<file path="config.mk">
export PLATFORM = sky130hd
export DESIGN_NAME = gas_sensor_frame_receiver
export DESIGN_NICKNAME = d
export VERILOG_FILES = /design/src/design/gsfr_pkg.sv /design/src/design/gas_sensor_frame_receiver.sv /design/src/design/gsfr_parser.sv
export SDC_FILE = /design/constraint.sdc
export NUM_CORES = 1
export LEC_CHECK = 0
export ABC_AREA = 1
export BUFFER_PORTS_ARGS = -buffer_cell sky130_fd_sc_hd__buf_4
export CORE_MARGIN = 5
export CORE_UTILIZATION = 40
export DETAILED_ROUTE_END_ITERATION = 16
export SLEW_MARGIN = 20
export SYNTH_ARGS = -nofsm -noshare
export SYNTH_HDL_FRONTEND = slang
export SYNTH_SLANG_ARGS = --single-unit
</file>
<file path="constraint.sdc">
create_clock -name clk_i -period 4.8 [get_ports clk_i]
set_input_delay 0.72 -clock clk_i [delete_from_list [all_inputs] [get_ports clk_i]]
set_output_delay 0.72 -clock clk_i [all_outputs]
set_load 0.01 [all_outputs]
</file>
<file path="src/design/gsfr_pkg.sv">
// Shared types and constants for the gas sensor frame receiver.
package gsfr_pkg;

  localparam logic [7:0] START_BYTE    = 8'hFF;
  localparam logic [7:0] GAS_TYPE_BYTE = 8'h04;
  localparam logic [7:0] UNIT_BYTE     = 8'h03;
  localparam logic [7:0] ECHO_BYTE     = 8'h86;

  localparam logic [3:0] POS_HUNT     = 4'd0;
  localparam logic [3:0] POS_HEADER   = 4'd1;
  localparam logic [3:0] POS_SECOND   = 4'd2;
  localparam logic [3:0] POS_THIRD    = 4'd3;
  localparam logic [3:0] POS_FOURTH   = 4'd4;
  localparam logic [3:0] POS_FIFTH    = 4'd5;
  localparam logic [3:0] POS_LAST_SUM = 4'd7;
  localparam logic [3:0] POS_CHECKSUM = 4'd8;

  localparam logic MODE_UPLOAD = 1'b0;
  localparam logic MODE_QUERY  = 1'b1;

  localparam logic STATUS_OK    = 1'b0;
  localparam logic STATUS_ERROR = 1'b1;

  typedef struct packed {
    logic        status;
    logic [15:0] conc;
  } gsfr_result_t;

endpackage

</file>
<file path="src/design/gas_sensor_frame_receiver.sv">
// Top level of the gas sensor frame receiver: channels, mode register, result register.
//
// Bytes from the sensor's serial receiver enter on the rx channel, one request
// per byte, and may arrive in every cycle. The parser hunts for the start byte,
// collects the nine-byte frame and checks header and checksum. On the ninth
// byte, or when hunting runs past HUNT_LIMIT bytes, one result request goes out
// on the res channel: frame_status_o and concentration_tenths_o.
// The result is registered and becomes valid in the cycle after the byte that completes it.
// Throughput: one byte per cycle while rx_ready_o is high; the parser state advances on each accepted byte.
// The result register holds a result while res_ready_i is low; rx_ready_o then
// drops until the result is taken, and rises again in the cycle it is taken.
// The cfg channel writes operating_mode (0 upload, 1 query); it is always ready
// and is meant to be written while the block is idle.
// Reset clears the parser to hunting, the mode to upload and the result
// register to empty.
module gas_sensor_frame_receiver import gsfr_pkg::*; #(
  parameter int HUNT_LIMIT = 27
) (
  input  logic        clk_i,
  input  logic        rst_ni,
  input  logic        cfg_valid_i,
  output logic        cfg_ready_o,
  input  logic        cfg_operating_mode_i,
  input  logic        rx_valid_i,
  output logic        rx_ready_o,
  input  logic [7:0]  rx_byte_i,
  output logic        res_valid_o,
  input  logic        res_ready_i,
  output logic        frame_status_o,
  output logic [15:0] concentration_tenths_o
);

  logic         mode_q;
  logic         res_valid_q;
  gsfr_result_t res_q;
  logic         rx_fire;
  logic         res_fire;
  gsfr_result_t res_d;

  assign cfg_ready_o = 1'b1;
  assign rx_ready_o  = !res_valid_q || res_ready_i;
  assign rx_fire     = rx_valid_i && rx_ready_o;

  gsfr_parser #(
    .HUNT_LIMIT(HUNT_LIMIT)
  ) u_parser (
    .clk_i      (clk_i),
    .rst_ni     (rst_ni),
    .step_i     (rx_fire),
    .rx_byte_i  (rx_byte_i),
    .mode_i     (mode_q),
    .res_fire_o (res_fire),
    .res_o      (res_d)
  );

  always_ff @(posedge clk_i or negedge rst_ni) begin
    if (!rst_ni) begin
      mode_q <= MODE_UPLOAD;
    end else if (cfg_valid_i && cfg_ready_o) begin
      mode_q <= cfg_operating_mode_i;
    end
  end

  always_ff @(posedge clk_i or negedge rst_ni) begin
    if (!rst_ni) begin
      res_valid_q <= 1'b0;
    end else if (res_fire) begin
      res_valid_q <= 1'b1;
    end else if (res_ready_i) begin
      res_valid_q <= 1'b0;
    end
  end

  always_ff @(posedge clk_i) begin
    if (res_fire) begin
      res_q <= res_d;
    end
  end

  assign res_valid_o            = res_valid_q;
  assign frame_status_o         = res_q.status;
  assign concentration_tenths_o = res_q.conc;

`ifndef NO_ASSERTIONS
  a_ready_when_empty: assert property (@(posedge clk_i) disable iff (!rst_ni)
    !res_valid_o |-> rx_ready_o)
    else $error("rx not ready while result register empty");

  a_error_zero_conc: assert property (@(posedge clk_i) disable iff (!rst_ni)
    res_valid_o && frame_status_o |-> concentration_tenths_o == 16'd0)
    else $error("error result carries nonzero concentration");

  a_taken_clears: assert property (@(posedge clk_i) disable iff (!rst_ni)
    res_valid_o && res_ready_i && !res_fire |=> !res_valid_o)
    else $error("result still valid after it was taken");

  a_no_overwrite: assert property (@(posedge clk_i) disable iff (!rst_ni)
    res_fire |-> !res_valid_o || res_ready_i)
    else $error("new result overwrites a pending one");
`endif

endmodule

</file>
<file path="src/design/gsfr_parser.sv">
// Frame parser: hunt, header, checksum and value collection, one byte per step.
module gsfr_parser import gsfr_pkg::*; #(
  parameter int HUNT_LIMIT = 27
) (
  input  logic         clk_i,
  input  logic         rst_ni,
  input  logic         step_i,
  input  logic [7:0]   rx_byte_i,
  input  logic         mode_i,
  output logic         res_fire_o,
  output gsfr_result_t res_o
);

  logic [3:0]  pos_q, pos_d;
  logic [4:0]  hunt_q, hunt_d;
  logic [7:0]  sum_q, sum_d;
  logic        hdr_q, hdr_d;
  logic [15:0] value_q, value_d;

  logic        hunting;
  logic        query;
  logic [5:0]  hunt_next;
  logic        overflow;
  logic [7:0]  expect_sum;

  assign hunting    = (pos_q == POS_HUNT) || (pos_q > POS_CHECKSUM);
  assign query      = (mode_i == MODE_QUERY);
  assign hunt_next  = {1'b0, hunt_q} + 6'd1;
  assign overflow   = hunt_next > 6'(HUNT_LIMIT);
  assign expect_sum = 8'(~sum_q + 8'd1);

  always_comb begin
    pos_d      = pos_q;
    hunt_d     = hunt_q;
    sum_d      = sum_q;
    hdr_d      = hdr_q;
    value_d    = value_q;
    res_fire_o = 1'b0;
    res_o      = '{status: STATUS_ERROR, conc: 16'd0};
    if (hunting) begin
      pos_d = POS_HUNT;
      if (overflow) begin
        hunt_d     = 5'd0;
        res_fire_o = 1'b1;
      end else if (rx_byte_i == START_BYTE) begin
        pos_d   = POS_HEADER;
        hunt_d  = 5'd0;
        sum_d   = 8'd0;
        hdr_d   = 1'b1;
        value_d = 16'd0;
      end else begin
        hunt_d = hunt_next[4:0];
      end
    end else if (pos_q <= POS_LAST_SUM) begin
      sum_d = sum_q + rx_byte_i;
      if (pos_q == POS_HEADER && rx_byte_i != (query ? ECHO_BYTE : GAS_TYPE_BYTE)) begin
        hdr_d = 1'b0;
      end
      if (pos_q == POS_SECOND && !query && rx_byte_i != UNIT_BYTE) begin
        hdr_d = 1'b0;
      end
      if ((query && pos_q == POS_SECOND) || (!query && pos_q == POS_FOURTH)) begin
        value_d[15:8] = rx_byte_i;
      end
      if ((query && pos_q == POS_THIRD) || (!query && pos_q == POS_FIFTH)) begin
        value_d[7:0] = rx_byte_i;
      end
      pos_d = pos_q + 4'd1;
    end else begin
      pos_d      = POS_HUNT;
      hunt_d     = 5'd0;
      res_fire_o = 1'b1;
      if (hdr_q && rx_byte_i == expect_sum) begin
        res_o = '{status: STATUS_OK, conc: value_q};
      end
    end
    if (!step_i) begin
      res_fire_o = 1'b0;
    end
  end

  always_ff @(posedge clk_i or negedge rst_ni) begin
    if (!rst_ni) begin
      pos_q   <= POS_HUNT;
      hunt_q  <= 5'd0;
      sum_q   <= 8'd0;
      hdr_q   <= 1'b1;
      value_q <= 16'd0;
    end else if (step_i) begin
      pos_q   <= pos_d;
      hunt_q  <= hunt_d;
      sum_q   <= sum_d;
      hdr_q   <= hdr_d;
      value_q <= value_d;
    end
  end

endmodule
</file>
==> reports/results.tsv <==
metric	value	unit
Final Cell Area	3550	sq um
static leakage	1.67	nW
RSZ-0062 raised after global routing	no	
slowest stage delay, CP	460	ps
wirelength, routed	5830	um
Max clock buf depth	2	
Seq/Total Area, Yosys	0.450	
CP endpoint	concentration_tenths_o[5]$_SDFFCE_PP0P_	
CTS tree	built	
CTS Hold Bufs	0	
Synthesized Nets	403	
Vias	2371	
vias per cell	4.64	
CTS sink count	53	
GRT Resource Usage Total	0.130	
layout cells sized above 1	0.198	
actual slew at the worst max-slew pin	602	ps
Clk pwr share	0.138	
Crit path top cell by count	nand2_2	
vias in the first global route	2258	
Critical Path RT	4740	ps
placed cell areas	3460	sq um
Die ar.	9710	sq um
worst reg2reg setup slack	2460	ps
clk_lat worst skew	310	ps
relative slew slack	0.598	
Post-synth ARST share	0.679	
total congestion overflow	0	
#FFs+latches synth	53	
Gate power share	0.477	
largest net degree at the start of global routing	37	
setup TNS	0	ps
FMAX	428	MHz
initial antenna violation count	0	
Synth-to-Final Area Change	13.0	%
RD Place Congestion	0.784	
Final Hold Fails	0	
Final Setup Violations	0	
Register-to-Register Path Depth	10	
crit-path max FO	17	
crit path from	u_parser.pos_q[1]$_DFFE_PN0P_	
Crit-path slowest cell	inv_1	
Worst R2R Start	u_parser.pos_q[1]$_DFFE_PN0P_	
first-pass GRT wire length	10600	um
diode count	0	
Rows	32	
initial drt markers	123	
Tcrit/Tclk final	0.487	
skew final	11.0	ps
CTS root buf	clkbuf_8	
outcome	completed	
CTS Buf Count	5	
internal power	1.03	mW
chip height	98.6	um
total of max-cap violations	0	
critical path type	reg2reg	
post-layout net count	437	
synthesized area per cell	8.39	sq um
Starting Density	0.408	
Die W	98.6	um
drt drc	0	
Final Max Slew Viols	0	
switching part of the total	0.439	
Yosys cell types	36	
area of the mapped netlist	3140	sq um
Core Box Area	7690	sq um
reg2reg end	concentration_tenths_o[5]$_SDFFCE_PP0P_	
most common cell after layout, fill and taps aside	nand2_1	
EDFF count, synth	17	
worst hold path class	in2async	
I/O pin count	34	
H-tree depth	2	
CTS clk-pin slew, worst paths	100	ps
Setup Buffers After CTS	0	
dpl hpwl	4540	um
most frequent cells in the layout	89 x nand2_1, 61 x inv_1, 41 x nor2_1	
DR WL/cell	11.4	um
worst vdd ir	0.246	mV
cells along the critical path	inv_1 > ha_1 > nand2_2 > nand2_2 > nand2_2 > inv_2 > nand3_4 > nand2_1 > nand2_1 > inv_1	
CTS resizes	0	
Finished Core Util	0.461	
Setup crit start kind	flip-flop	
Final Critical Period	2340	ps
Detail Route Antenna Nets	0	
register share of total power	0.385	
Yosys Warn Count	0	
TritonRoute pass-1 iters	4	
PwrDens	517	nW/um^2
Sw Pwr	0.805	mW
Worst EP arrival	2280	ps
crit end category	flip-flop	
Primary FF master, synth	dfrtp_1	
post-synthesis cell count	374	
Port Buffers	32	
==> state kept, by name, summed over array words and instances (netlist names) <==
name	count
concentration_tenths_o	16
u_parser.sum_q	8
u_parser.pos_q	4
u_parser.value_q	16
res_valid_o	1
mode_q	1
u_parser.hunt_q	5
u_parser.hdr_q	1
frame_status_o	1
==> worst max-delay path: cells and delay by family (launching register included) <==
kind                     cells  cell delay [ps]
adder cells (fa/ha/maj)      1              240
buffers and inverters        3              790
flip-flops                   1              420
AND/OR/NAND/NOR              6              520
==> cell usage after synthesis (2+ instances only) <==
cell,instances,share of area
o21ai_2,16,0.045
nand2_1,89,0.11
nand2_2,8,0.016
nor3_1,3,0.0048
inv_2,4,0.0048
inv_1,61,0.073
o21ai_0,15,0.024
dfrtp_1,35,0.28
o211ai_1,2,0.0048
nor2_2,3,0.0060
o22ai_1,5,0.010
buf_6,3,0.011
a21oi_1,7,0.011
nor2_1,41,0.049
xnor2_1,2,0.0056
ha_1,14,0.056
xor2_1,6,0.017
nand3_4,3,0.017
nand4_1,6,0.012
nand3_2,2,0.0064
edfxtp_1,17,0.16
nand3_1,18,0.029
==> metal layers <==
metal  up-vias  share of wire  GRT usage
met4         0          0.014     0.0410
met1      1067           0.49      0.183
met5         -              0          0
met2        40           0.46      0.206
li1       1254              -          -
met3        10          0.038     0.0226
==> kinds of logic (layout without fill, tap and decap cells) <==
| kind of cell | after synthesis | after routing | share of synthesized area |
|---|---|---|---|
| other | 1 | 1 | 0.00120 |
| buffers and inverters | 70 | 105 | 0.0925 |
| XOR/XNOR | 8 | 8 | 0.0223 |
| flip-flops | 53 | 53 | 0.450 |
| AND/OR/NAND/NOR | 176 | 176 | 0.257 |
| adder cells (fa/ha/maj) | 15 | 15 | 0.0622 |
| AO/OA/AOI/OAI | 51 | 51 | 0.114 |
==> final cells by class <==
| class | count | area [sq um] |
|---|---|---|
| Fill cell | 783 | 4140 |
| Multi-Input combinational cell | 251 | 1430 |
| Sequential cell | 53 | 1410 |
| Inverter | 65 | 244 |
| Timing Repair Buffer | 32 | 240 |
| Tap cell | 102 | 128 |
| Clock buffer | 6 | 72.6 |
| Clock inverter | 2 | 15.0 |
==> power groups by stage <==
stage | logic [mW] | registers [mW] | clock network (mW)
2_1_floorplan | 0.732 | 0.696 | 0
3_3_place_gp | 0.869 | 0.713 | 0
3_5_place_dp | 0.880 | 0.715 | 0
4_1_cts | 0.884 | 0.705 | 0.263
5_1_grt | 1.01 | 0.726 | 0.282
6_report | 0.874 | 0.706 | 0.253
==> worst min-delay path by stage <==
stage | start | end | depth (start not counted)
after floorplan | rst_ni | mode_q$_DFFE_PN0P_ | 0
after global placement | u_parser.hdr_q$_DFFE_PN1P_ | u_parser.hdr_q$_DFFE_PN1P_ | 2
after detailed placement | u_parser.hdr_q$_DFFE_PN1P_ | u_parser.hdr_q$_DFFE_PN1P_ | 2
after CTS | rst_ni | u_parser.pos_q[0]$_DFFE_PN0P_ | 1
after global routing | rst_ni | u_parser.sum_q[1]$_DFFE_PN0P_ | 1
final | rst_ni | u_parser.sum_q[1]$_DFFE_PN0P_ | 1
==> stage by stage <==
| step | total power [mW] | std cells | hold WS [ps] | setup slack [ps] |
|---|---|---|---|---|
| finish | 1.83 | 511 | 357 | 2460 |
| global route | 2.02 | 511 | 394 | 2320 |
| CTS | 1.85 | 511 | 372 | 2440 |
| detailed placement | 1.59 | 503 | 458 | 2470 |
| global placement | 1.58 | 503 | 453 | 2540 |
| floorplan | 1.43 | 374 | 424 | 2800 |
Note: power is estimated with default switching activity, not from simulation.
